==> config.mk <==
export PLATFORM = sky130hd
export DESIGN_NAME = positional_list_store
export DESIGN_NICKNAME = d
export VERILOG_FILES = /design/src/plst_pkg.sv /design/src/positional_list_store.sv /design/src/plst_front.sv /design/src/plst_queue.sv /design/src/plst_back.sv
export SDC_FILE = /design/constraint.sdc
export NUM_CORES = 2
export LEC_CHECK = 0
export CELL_PAD_IN_SITES_DETAIL_PLACEMENT = 1
export CELL_PAD_IN_SITES_GLOBAL_PLACEMENT = 1
export CORE_ASPECT_RATIO = 1.5
export CORE_MARGIN = 8
export CORE_UTILIZATION = 59
export CTS_BUF_LIST = sky130_fd_sc_hd__clkbuf_2
export CTS_CLUSTER_DIAMETER = 60
export CTS_CLUSTER_SIZE = 16
export DETAILED_ROUTE_END_ITERATION = 6
export DONT_BUFFER_PORTS = 1
export HOLD_SLACK_MARGIN = 0.12
export PLACE_DENSITY_LB_ADDON = 0.1
export REMOVE_ABC_BUFFERS = 1
export SLEW_MARGIN = 20
export SYNTH_ARGS = -nofsm -noshare
export SYNTH_HDL_FRONTEND = slang
export SYNTH_SLANG_ARGS = --single-unit
==> constraint.sdc <==
create_clock -name clk -period 15.5 [get_ports clk]
set_input_delay 1.55 -clock clk [delete_from_list [all_inputs] [get_ports clk]]
set_output_delay 1.55 -clock clk [all_outputs]
set_load 0.02 [all_outputs]
==> src/plst_pkg.sv <==
// ----------------------------------------------------------------------------
// plst_pkg
// Shared types and constants of the positional list store.
// ----------------------------------------------------------------------------
package plst_pkg;

  localparam int CAPACITY    = 32;
  localparam int CNT_W       = $clog2(CAPACITY + 1);
  localparam int IDX_W       = (CAPACITY > 1) ? $clog2(CAPACITY) : 1;
  localparam int VALUE_W     = 32;
  localparam int POS_W       = 6;
  localparam int CMD_W       = 3;
  localparam int STATUS_W    = 2;
  localparam int QUEUE_DEPTH = 2;
  localparam int IN_DATA_W   = 48;
  localparam int OUT_DATA_W  = 48;

  // command codes on the input channel
  localparam logic [CMD_W-1:0] CMD_SHOW      = 3'd0;
  localparam logic [CMD_W-1:0] CMD_INS_FRONT = 3'd1;
  localparam logic [CMD_W-1:0] CMD_INS_END   = 3'd2;
  localparam logic [CMD_W-1:0] CMD_INS_AT    = 3'd3;
  localparam logic [CMD_W-1:0] CMD_DEL_FRONT = 3'd4;
  localparam logic [CMD_W-1:0] CMD_DEL_END   = 3'd5;
  localparam logic [CMD_W-1:0] CMD_DEL_AT    = 3'd6;

  // status codes on the result channel
  localparam logic [STATUS_W-1:0] STATUS_OK     = 2'd0;
  localparam logic [STATUS_W-1:0] STATUS_EMPTY  = 2'd1;
  localparam logic [STATUS_W-1:0] STATUS_BADPOS = 2'd2;
  localparam logic [STATUS_W-1:0] STATUS_FULL   = 2'd3;

  typedef enum logic [1:0] {
    KIND_SHOW,
    KIND_INSERT,
    KIND_DELETE,
    KIND_BAD
  } plst_kind_t;

  typedef enum logic [1:0] {
    WHERE_FRONT,
    WHERE_END,
    WHERE_AT
  } plst_where_t;

  typedef struct packed {
    plst_kind_t           kind;
    plst_where_t          where;
    logic [VALUE_W-1:0]   value;
    logic [POS_W-1:0]     position;
  } plst_cmd_t;

endpackage

==> src/positional_list_store.sv <==
// ----------------------------------------------------------------------------
// positional_list_store
// Ordered list of signed 32-bit values with positional insert and delete.
// ----------------------------------------------------------------------------
// Commands arrive on the s_ stream (command, value, position in s_tdata) and
// results leave on the m_ stream (status, element, element_index and
// entry_count in m_tdata, m_tlast on the final result of each command).
// A decode stage and a two-entry command queue sit in front of the list unit,
// so commands keep being taken while the list unit or the receiver stalls.
// Insert and delete shift the cells from the target position on together and
// give one status result each; commands pass the decode register and the queue
// first. The list unit retires one per cycle while the result register is free.
// Show enters the show state, then reads one entry per cycle from the cell
// array while the result register is free; an empty list gives one result.
// The result register holds its transaction while m_tready is low and the
// list unit waits; the queue then fills and s_tready drops.
// Reset (rst, synchronous) empties the list and drops all pending commands.
// ----------------------------------------------------------------------------
module positional_list_store
  import plst_pkg::*;
(
  input  logic                  clk,
  input  logic                  rst,
  input  logic                  s_tvalid,
  output logic                  s_tready,
  input  logic [IN_DATA_W-1:0]  s_tdata,   // command[2:0], value[34:3], position[40:35]
  output logic                  m_tvalid,
  input  logic                  m_tready,
  output logic [OUT_DATA_W-1:0] m_tdata,   // status[1:0], element[33:2],
                                           // element_index[39:34], entry_count[45:40]
  output logic                  m_tlast
);

  logic      f_valid;
  logic      f_ready;
  plst_cmd_t f_cmd;
  logic      b_valid;
  logic      b_ready;
  plst_cmd_t b_cmd;

  plst_front u_front (
    .clk      (clk),
    .rst      (rst),
    .s_tvalid (s_tvalid),
    .s_tready (s_tready),
    .s_tdata  (s_tdata),
    .q_valid  (f_valid),
    .q_ready  (f_ready),
    .q_cmd    (f_cmd)
  );

  plst_queue u_queue (
    .clk       (clk),
    .rst       (rst),
    .in_valid  (f_valid),
    .in_ready  (f_ready),
    .in_cmd    (f_cmd),
    .out_valid (b_valid),
    .out_ready (b_ready),
    .out_cmd   (b_cmd)
  );

  plst_back u_back (
    .clk      (clk),
    .rst      (rst),
    .q_valid  (b_valid),
    .q_ready  (b_ready),
    .q_cmd    (b_cmd),
    .m_tvalid (m_tvalid),
    .m_tready (m_tready),
    .m_tdata  (m_tdata),
    .m_tlast  (m_tlast)
  );

endmodule

==> src/plst_front.sv <==
// ----------------------------------------------------------------------------
// plst_front
// Accepts commands and decodes them into kind and target before queueing.
// ----------------------------------------------------------------------------
module plst_front
  import plst_pkg::*;
(
  input  logic                 clk,
  input  logic                 rst,
  input  logic                 s_tvalid,
  output logic                 s_tready,
  input  logic [IN_DATA_W-1:0] s_tdata,   // command, value, position
  output logic                 q_valid,
  input  logic                 q_ready,
  output plst_cmd_t            q_cmd
);

  logic             valid;
  plst_cmd_t        cmd;
  plst_cmd_t        cmd_next;
  logic [CMD_W-1:0] code;

  assign code = s_tdata[CMD_W-1:0];

  always_comb begin
    cmd_next.value    = s_tdata[CMD_W+VALUE_W-1:CMD_W];
    cmd_next.position = s_tdata[CMD_W+VALUE_W+POS_W-1:CMD_W+VALUE_W];
    cmd_next.kind     = KIND_BAD;
    cmd_next.where    = WHERE_AT;
    case (code)
      CMD_SHOW:      begin cmd_next.kind = KIND_SHOW;   cmd_next.where = WHERE_FRONT; end
      CMD_INS_FRONT: begin cmd_next.kind = KIND_INSERT; cmd_next.where = WHERE_FRONT; end
      CMD_INS_END:   begin cmd_next.kind = KIND_INSERT; cmd_next.where = WHERE_END;   end
      CMD_INS_AT:    begin cmd_next.kind = KIND_INSERT; cmd_next.where = WHERE_AT;    end
      CMD_DEL_FRONT: begin cmd_next.kind = KIND_DELETE; cmd_next.where = WHERE_FRONT; end
      CMD_DEL_END:   begin cmd_next.kind = KIND_DELETE; cmd_next.where = WHERE_END;   end
      CMD_DEL_AT:    begin cmd_next.kind = KIND_DELETE; cmd_next.where = WHERE_AT;    end
      default:       begin cmd_next.kind = KIND_BAD;    cmd_next.where = WHERE_AT;    end
    endcase
  end

  assign s_tready = !valid || q_ready;
  assign q_valid  = valid;
  assign q_cmd    = cmd;

  always_ff @(posedge clk) begin
    if (rst) begin
      valid <= 1'b0;
    end else if (s_tvalid && s_tready) begin
      valid <= 1'b1;
    end else if (q_ready) begin
      valid <= 1'b0;
    end
  end

  always_ff @(posedge clk) begin
    if (s_tvalid && s_tready) begin
      cmd <= cmd_next;
    end
  end

endmodule

==> src/plst_queue.sv <==
// ----------------------------------------------------------------------------
// plst_queue
// Short command queue between the decode stage and the list unit.
// ----------------------------------------------------------------------------
module plst_queue
  import plst_pkg::*;
(
  input  logic      clk,
  input  logic      rst,
  input  logic      in_valid,
  output logic      in_ready,
  input  plst_cmd_t in_cmd,
  output logic      out_valid,
  input  logic      out_ready,
  output plst_cmd_t out_cmd
);

  localparam int PTR_W  = (QUEUE_DEPTH > 1) ? $clog2(QUEUE_DEPTH) : 1;
  localparam int FILL_W = $clog2(QUEUE_DEPTH + 1);

  plst_cmd_t         slots [QUEUE_DEPTH];
  logic [PTR_W-1:0]  wr_ptr;
  logic [PTR_W-1:0]  rd_ptr;
  logic [FILL_W-1:0] fill;
  logic              push;
  logic              pop;

  assign in_ready  = (fill != FILL_W'(QUEUE_DEPTH));
  assign out_valid = (fill != '0);
  assign out_cmd   = slots[rd_ptr];
  assign push      = in_valid && in_ready;
  assign pop       = out_valid && out_ready;

  always_ff @(posedge clk) begin
    if (rst) begin
      wr_ptr <= '0;
      rd_ptr <= '0;
      fill   <= '0;
    end else begin
      if (push) begin
        wr_ptr <= (wr_ptr == PTR_W'(QUEUE_DEPTH - 1)) ? '0 : wr_ptr + 1'b1;
      end
      if (pop) begin
        rd_ptr <= (rd_ptr == PTR_W'(QUEUE_DEPTH - 1)) ? '0 : rd_ptr + 1'b1;
      end
      if (push && !pop) begin
        fill <= fill + 1'b1;
      end else if (pop && !push) begin
        fill <= fill - 1'b1;
      end
    end
  end

  always_ff @(posedge clk) begin
    if (push) begin
      slots[wr_ptr] <= in_cmd;
    end
  end

endmodule

==> src/plst_back.sv <==
// ----------------------------------------------------------------------------
// plst_back
// List cells, shift-based insert and delete, show streaming, result register.
// ----------------------------------------------------------------------------
module plst_back
  import plst_pkg::*;
(
  input  logic                  clk,
  input  logic                  rst,
  input  logic                  q_valid,
  output logic                  q_ready,
  input  plst_cmd_t             q_cmd,
  output logic                  m_tvalid,
  input  logic                  m_tready,
  output logic [OUT_DATA_W-1:0] m_tdata,  // status, element, element_index, entry_count
  output logic                  m_tlast
);

  localparam int CMP_W = ((CNT_W > POS_W) ? CNT_W : POS_W) + 1;

  typedef enum logic {
    ST_IDLE,
    ST_SHOW
  } state_t;

  state_t              state;
  logic [VALUE_W-1:0]  cells [CAPACITY];
  logic [CNT_W-1:0]    count;
  logic [IDX_W-1:0]    show_idx;

  logic [STATUS_W-1:0] status;
  logic [VALUE_W-1:0]  element;
  logic [POS_W-1:0]    element_index;
  logic [POS_W-1:0]    entry_count;
  logic                last;

  logic                out_free;
  logic                pop;
  logic                show_emit;
  logic                start_show;
  logic                load;
  logic                do_ins;
  logic                do_del;
  logic [IDX_W-1:0]    cell_p;
  logic [CMP_W-1:0]    cnt_ext;
  logic [CMP_W-1:0]    pos_ext;
  logic                pos_zero;
  logic [CNT_W-1:0]    count_next;
  logic [CNT_W-1:0]    show_num;

  logic [STATUS_W-1:0] res_status;
  logic [VALUE_W-1:0]  res_element;
  logic [CNT_W-1:0]    res_index;
  logic                res_last;

  assign out_free  = !m_tvalid || m_tready;
  assign q_ready   = (state == ST_IDLE) && out_free;
  assign pop       = q_valid && q_ready;
  assign show_emit = (state == ST_SHOW) && out_free;
  assign cnt_ext   = CMP_W'(count);
  assign pos_ext   = CMP_W'(q_cmd.position);
  assign pos_zero  = (q_cmd.position == '0);
  assign show_num  = CNT_W'(show_idx) + 1'b1;

  always_comb begin
    do_ins      = 1'b0;
    do_del      = 1'b0;
    start_show  = 1'b0;
    cell_p      = '0;
    res_status  = STATUS_OK;
    res_element = '0;
    res_index   = '0;
    res_last    = 1'b1;
    count_next  = count;
    if (state == ST_SHOW) begin
      res_element = cells[show_idx];
      res_index   = show_num;
      res_last    = (show_num == count);
    end else begin
      case (q_cmd.kind)
        KIND_SHOW: begin
          if (count == '0) begin
            res_status = STATUS_EMPTY;
          end else begin
            start_show = pop;
          end
        end
        KIND_INSERT: begin
          case (q_cmd.where)
            WHERE_FRONT: cell_p = '0;
            WHERE_END:   cell_p = IDX_W'(count);
            default:     cell_p = IDX_W'(pos_ext - 1'b1);
          endcase
          if (count >= CNT_W'(CAPACITY)) begin
            res_status = STATUS_FULL;
          end else if (q_cmd.where == WHERE_AT &&
                       (pos_zero || pos_ext > cnt_ext + 1'b1)) begin
            res_status = STATUS_BADPOS;
          end else begin
            do_ins     = pop;
            count_next = count + 1'b1;
          end
        end
        KIND_DELETE: begin
          case (q_cmd.where)
            WHERE_FRONT: cell_p = '0;
            WHERE_END:   cell_p = IDX_W'(count - 1'b1);
            default:     cell_p = IDX_W'(pos_ext - 1'b1);
          endcase
          if (count == '0) begin
            res_status = STATUS_EMPTY;
          end else if (q_cmd.where == WHERE_AT && (pos_zero || pos_ext > cnt_ext)) begin
            res_status = STATUS_BADPOS;
          end else begin
            do_del     = pop;
            count_next = count - 1'b1;
          end
        end
        default: res_status = STATUS_BADPOS;
      endcase
    end
  end

  assign load = show_emit || (pop && !start_show);

  always_ff @(posedge clk) begin
    if (rst) begin
      state    <= ST_IDLE;
      count    <= '0;
      show_idx <= '0;
      m_tvalid <= 1'b0;
    end else begin
      if (load) begin
        m_tvalid <= 1'b1;
      end else if (m_tready) begin
        m_tvalid <= 1'b0;
      end
      if (pop) begin
        count <= count_next;
      end
      case (state)
        ST_IDLE: begin
          if (start_show) begin
            state    <= ST_SHOW;
            show_idx <= '0;
          end
        end
        ST_SHOW: begin
          if (show_emit) begin
            if (res_last) begin
              state <= ST_IDLE;
            end
            show_idx <= show_idx + 1'b1;
          end
        end
        default: state <= ST_IDLE;
      endcase
    end
  end

  // result payload, no reset needed
  always_ff @(posedge clk) begin
    if (load) begin
      status        <= res_status;
      element       <= res_element;
      element_index <= POS_W'(res_index);
      entry_count   <= POS_W'(count_next);
      last          <= res_last;
    end
  end

  // cells from the target position on shift towards their neighbour together
  for (genvar g = 0; g < CAPACITY; g++) begin : g_cell
    always_ff @(posedge clk) begin
      if (do_ins) begin
        if (IDX_W'(g) == cell_p) begin
          cells[g] <= q_cmd.value;
        end else if (g > 0 && IDX_W'(g) > cell_p) begin
          cells[g] <= cells[(g > 0) ? g - 1 : 0];
        end
      end else if (do_del) begin
        if (g < CAPACITY - 1 && IDX_W'(g) >= cell_p) begin
          cells[g] <= cells[(g < CAPACITY - 1) ? g + 1 : g];
        end
      end
    end
  end

  assign m_tdata = {2'b00, entry_count, element_index, element, status};
  assign m_tlast = last;

`ifndef SYNTH
  a_count_bound: assert property (@(posedge clk) disable iff (rst)
    count <= CNT_W'(CAPACITY))
    else $error("entry count above capacity");

  a_show_in_range: assert property (@(posedge clk) disable iff (rst)
    state == ST_SHOW |-> CNT_W'(show_idx) < count)
    else $error("show index past end of list");

  a_status_payload: assert property (@(posedge clk) disable iff (rst)
    m_tvalid && status != STATUS_OK |-> element == '0 && element_index == '0 && last)
    else $error("status result carries entry payload");

  a_no_pop_in_show: assert property (@(posedge clk) disable iff (rst)
    state == ST_SHOW |-> !q_ready)
    else $error("command taken while streaming the list");
`endif

endmodule

* Word level (Yosys, flattened, before mapping)
Memory sizes are Yosys's and may differ from the RTL's. A register that Yosys moved wholly into a read port is not among the register bits.
Cells that the tools add are included.
** Storage, ports and cells
- Output and inout bits :: 51
- Bits in writable memories :: 1108
- Logic and storage cells :: 687
- Memories kept :: 2
- Bits in registers :: 75
** Cells by class
- $add $sub $neg :: 10
- Bitwise gates (word level) :: 63
- Reductions and logical operators :: 32
- Equality and inequality tests :: 45
- Multiplexer cells :: 454
- Order comparisons :: 65
** Memory list
- u_back.cells :: depth 32, bits a word 32, rd ports 33, clocked after memory_dff 1, wr ports 32, line plst_back.sv:27 : logic [VALUE_W-1:0] cells [CAPACITY];
- u_queue.slots :: depth 2, bits a word 42, rd ports 1, clocked after memory_dff 1, wr ports 1, line plst_queue.sv:21 : plst_cmd_t slots [QUEUE_DEPTH];
** Operator list (number)
- 32-bit two-way mux :: 62
- 1-bit two-way mux :: 370
- 5-bit == test (first input constant) :: 16
- 5-bit > comparator (first input constant) :: 16
- 5-bit >= comparator (first input constant) :: 15
- 1-bit bitwise OR :: 62
- 4-bit by 5-bit == test with 1-bit output (first input constant) :: 8
- 4-bit by 5-bit >= comparator with 1-bit output (first input constant) :: 8
- 4-bit by 5-bit > comparator with 1-bit output (first input constant) :: 8
- 5-bit case mux with 2 select lines :: 4
- 6-bit two-way mux :: 5
- 4-bit case mux with 7 select lines :: 1
- 3-bit by 5-bit == test with 1-bit output (first input constant) :: 4
- 3-bit by 5-bit >= comparator with 1-bit output (first input constant) :: 4
- 3-bit by 5-bit > comparator with 1-bit output (first input constant) :: 4
- 5-bit two-way mux :: 3
- 6-bit logical NOT :: 2
- 2-bit two-way mux :: 6
- 6-bit case mux with 2 select lines :: 1
- 2-bit by 5-bit == test with 1-bit output (first input constant) :: 2
- 1-bit by 5-bit >= comparator with 1-bit output (first input constant) :: 2
- 2-bit by 5-bit >= comparator with 1-bit output (first input constant) :: 2
- 2-bit by 5-bit > comparator with 1-bit output (first input constant) :: 2
- 1-bit logical AND :: 10
- 32 further kinds :: 52

* Depth between registers and ports, before layout
- Depth after elaboration :: 12
- Depth in mapped cells :: 19
- Depth with buffers taken out :: 13

* Hierarchy
From an unflattened synthesis, not the netlist that was laid out.
** Unflattened totals
- Cells, all modules :: 5914
- Area, all modules :: 68730.9 um^2
** By module, submodules not included
- plst_back :: instances 1, area an instance 64140.3 um^2, cells each 5705, sequential area each 32421.1 um^2
- plst_queue :: instances 1, area an instance 3243.1 um^2, cells each 155, sequential area each 2622.5 um^2
- plst_front :: instances 1, area an instance 1347.5 um^2, cells each 54, sequential area each 1281.2 um^2

* Least setup slack after synthesis
No wires, ideal clock.
- Path type :: register -> register
- Start :: register (tool-made name)
- End :: memory u_back.cells[13][0], enable pin
- Data required time :: 15030 ps
- Path slack :: 8674 ps
- Buffers on the path :: 7
- Arrival :: 6357 ps
- Cell stages (with the launch flop) :: 16
- Period minus slack after synthesis :: 6826 ps
- Cell sequence :: dfxtp_1 -> buf_6 -> buf_6 -> clkbuf_1 -> clkbuf_1 -> mux2i_1 -> ha_1 -> clkbuf_1 -> nor2b_1 -> o211a_1 -> o21ai_2 -> inv_1 -> buf_2 -> buf_2 -> nor2_1 -> a211oi_1
** RTL lines (line)
- end: declaration :: plst_back.sv:27

==> run metrics <==
run status=finished clean; worst reg2reg path depth=16; area leader, netlist=edfxtp_1; Synth Area in Compound Gates=13.5%; Inserted Clock Buffers=90; fill count=11600; Net Sw Frac=43.4%; total length of routed wires=290000 um; Max VDD drop=143 uV; slew at the pin with the worst max-slew slack=1300 ps; basic-gate share of the synthesized area counting and, or, nand and nor cells=9.08%; clock transition at the registers of the reported paths=300 ps; worst slew slack as a fraction of its limit=13.0%; fraction of layout cells with a size suffix above 1=14.4%; clock tree from TritonCTS=built; final clock period utilization by the worst path=46.3%; Total Negative Setup Slacks=0 ps; CP Data Required Time=16920 ps; placeable core region=114000 sq um; share of async-settable or async-resettable flops after synthesis=0%; Setup Slack @ Placement=8750 ps; clk sink count=1216; effective utilization at floorplan=59.2%; vias after detailed routing=56800; multiplexer share of the synthesized area=19.6%; kind of start point of the critical path=register; global-route wire length before repair=404000 um; type of the worst min-delay path=in -> reg; area of the die=126000 sq um; number of unique standard cell types used by synthesis=82; count of buffers added by post-CTS timing repair for setup=0; number of antenna violations at the first check in global routing=13; Cell Area, Synth=67600 sq um; root buffer cell=clkbuf_2; capturing element type of the critical path=register; via count of the first global-routing pass=57900; EDFF count, synth=1197; setup violators final=0; fin area=70500 sq um; Die Height=431 um; combinational group share of total power=42.1%; Slew Limit Fails=0; width of the chip=292 um; number of detailed-routing iterations run before antenna repair=6; pin count of the biggest net entering global routing=102; minimum clock period after layout=7170 ps; worst-path fanout max=44; parity-gate share of the synthesized area counting xor and xnor cells=0.246%; average via count per standard cell=7.89; port buffer count=0; hpwl dp=162000 um; instance count of the mapped netlist=5896; Yosys Warn Count=0; proportion of netlist area held by the largest area contributor=53.2%; number of nets in the layout=5748; class of the most critical setup path=reg -> reg; total DRC errors in the routed layout=0; remaining antenna violation count after routing=0; Finished Core Util=61.8%; net switching power of the design=5150 uW; site row count=152; tightest hold margin=149 ps; per-instance average area after synthesis=11.5 sq um; largest clock skew in the final design=167 ps; Critical R2R Capture=u_back.cells[6][23]; most used flip-flop cell after synthesis=edfxtp_1; number of max-cap violations=0; setup repair after global routing missed its margin=no; clock share of power=11.3%; Arr. time, crit path=8590 ps; Power Density=168 nW/um^2; maximum buffer depth of the clock tree=3; top library cells by usage in the layout, fill and taps aside=edfxtp_1 (1197), nor2_1 (716), nand2_1 (634); endpoint of the worst setup timing path=u_back.cells[6][23]; Seq/Total Area, Yosys=53.7%; register bit count reported by yosys=1216; count of H-tree levels built during CTS=3; DP Area=69300 sq um; boundary pin count=103; Fmax achieved=139 MHz; synth top area cells=edfxtp_1 (53%), mux4_2 (11%), mux2i_1 (8.2%), a21oi_1 (4.3%), o21ai_0 (4.2%); most common cell after layout, fill and taps aside=edfxtp_1; overall global routing resource usage=44.9%; area share of fa/ha/maj cells after synthesis=0.407%; static leakage=0.0235 uW; iteration-0 DRC count of the detailed router=8747; Internal Pwr Total=6720 uW; main combinational cell family by area after synthesis=multiplexers; sequential fraction of design power=46.6%; setup slack after layout=8330 ps; final weighted congestion of routability-driven global placement=0.910; routed wirelength normalized by instance count=40.3 um; total gr overflow=0; count of endpoints failing hold in the final timing report=0; later-pin clock latency in the skew report=1670 ps; area delta synth->final=4.34%; flop-to-flop setup slack=8330 ps
## synth_stat cells (29+ instances only)
cell      instances
nand2_1         642
o221a_1          29
clkbuf_1        324
o21a_1           36
buf_1            66
o21ai_0         573
o21ai_1         226
mux2i_1         557
edfxtp_1       1197
a22oi_1          33
mux2_2           37
mux4_2          320
o221a_2          34
a21oi_1         576
nor2_1          732
buf_2           113
nand3_1          87
a31oi_1          38
## repair_timing
item                       in CTS  in global routing
hold buffers                   41                  0
hold endpoints to repair       58                  0
resized for setup               0                  0
setup endpoints to repair       0                  0
## cell type report
cell class | instances | area [sq um] | area share, %
Sequential cell | 1216 | 36300 | 51.5
Multi-Input combinational cell | 4127 | 29700 | 42.1
Tap cell | 1463 | 1830 | 2.60
Timing Repair Buffer | 215 | 1780 | 2.53
Clock buffer | 111 | 556 | 0.788
Clock inverter | 20 | 166 | 0.236
Inverter | 24 | 95.1 | 0.135
Antenna cell | 18 | 45.0 | 0.0639
## state kept, by name, indices dropped and copies added, names as in the netlist, named ones only
signal                cells
u_back.cells           1024
u_queue.slots            84
u_front.q_cmd            42
u_back.element           32
u_back.count              6
u_back.element_index      6
u_back.entry_count        6
u_back.show_idx           5
u_back.status             2
u_queue.fill              2
u_back.m_tlast            1
u_back.m_tvalid           1
u_back.state              1
u_front.q_valid           1
u_queue.rd_ptr            1
u_queue.wr_ptr            1
## stage by stage
step           total power (uW)  std cells
4_1_cts                   11600       7173
3_5_place_dp              10300       7001
3_3_place_gp              10000       7001
5_1_grt                   12100       7182
2_1_floorplan              8420       5367
6_report                  11900       7194
## kinds of logic (layout without fill, tap and decap cells)
group / after synthesis / count (layout)
AO/OA/AOI/OAI: 1629 / 1629
AND/OR/NAND/NOR: 1540 / 1540
flip-flops: 1216 / 1216
multiplexers: 915 / 915
buffers and inverters: 554 / 370
adder cells (fa/ha/maj): 22 / 22
XOR/XNOR: 19 / 19
other: 1 / 20
## how the worst min path moves through the flow
| stage | start | end | slack, ps | cells after the start |
|---|---|---|---|---|
| 6_report | s_tdata[0] | u_front.q_cmd[39] | 150 | 1 |
| 2_1_floorplan | u_front.q_cmd[0] | u_queue.slots[0][0] | 420 | 0 |
| 3_3_place_gp | u_front.q_cmd[32] | u_queue.slots[0][32] | 430 | 0 |
| 4_1_cts | s_tdata[0] | u_front.q_cmd[39] | 130 | 1 |
| 3_5_place_dp | u_front.q_cmd[35] | u_queue.slots[0][35] | 430 | 0 |
| 5_1_grt | s_tdata[0] | u_front.q_cmd[39] | 110 | 1 |
## routing by layer
metal  GRT usage (%)  share of wire [%]
met2            67.9                 44
met1            50.6                 31
met3            16.8                 15
met4            37.1                 10
met5               0              0.022
## power by group through the flow
| stage | Clock (uW) | Sequential (uW) | Combinational [uW] |
|---|---|---|---|
| after floorplan | 0 | 5440 | 2980 |
| after global routing | 1410 | 5580 | 5120 |
| final | 1340 | 5530 | 4990 |
| after global placement | 0 | 5530 | 4510 |
| after detailed placement | 0 | 5570 | 4740 |
| after CTS | 1320 | 5490 | 4760 |
## critical path, stage by stage, from the launching register on
cell      delay [ps]
dfxtp_4          680
buf_4            580
mux2_2           470
ha_1             330
nand3b_1         100
a21oi_1          210
o211ai_1         250
o21ai_4          190
buf_4            820
inv_4            500
buf_4            580
o211ai_1         400
buf_4            520
buf_4            660
nor2_1           110
a31oi_1          210
o21a_1           160
Note: power is estimated with default switching activity, not from simulation.
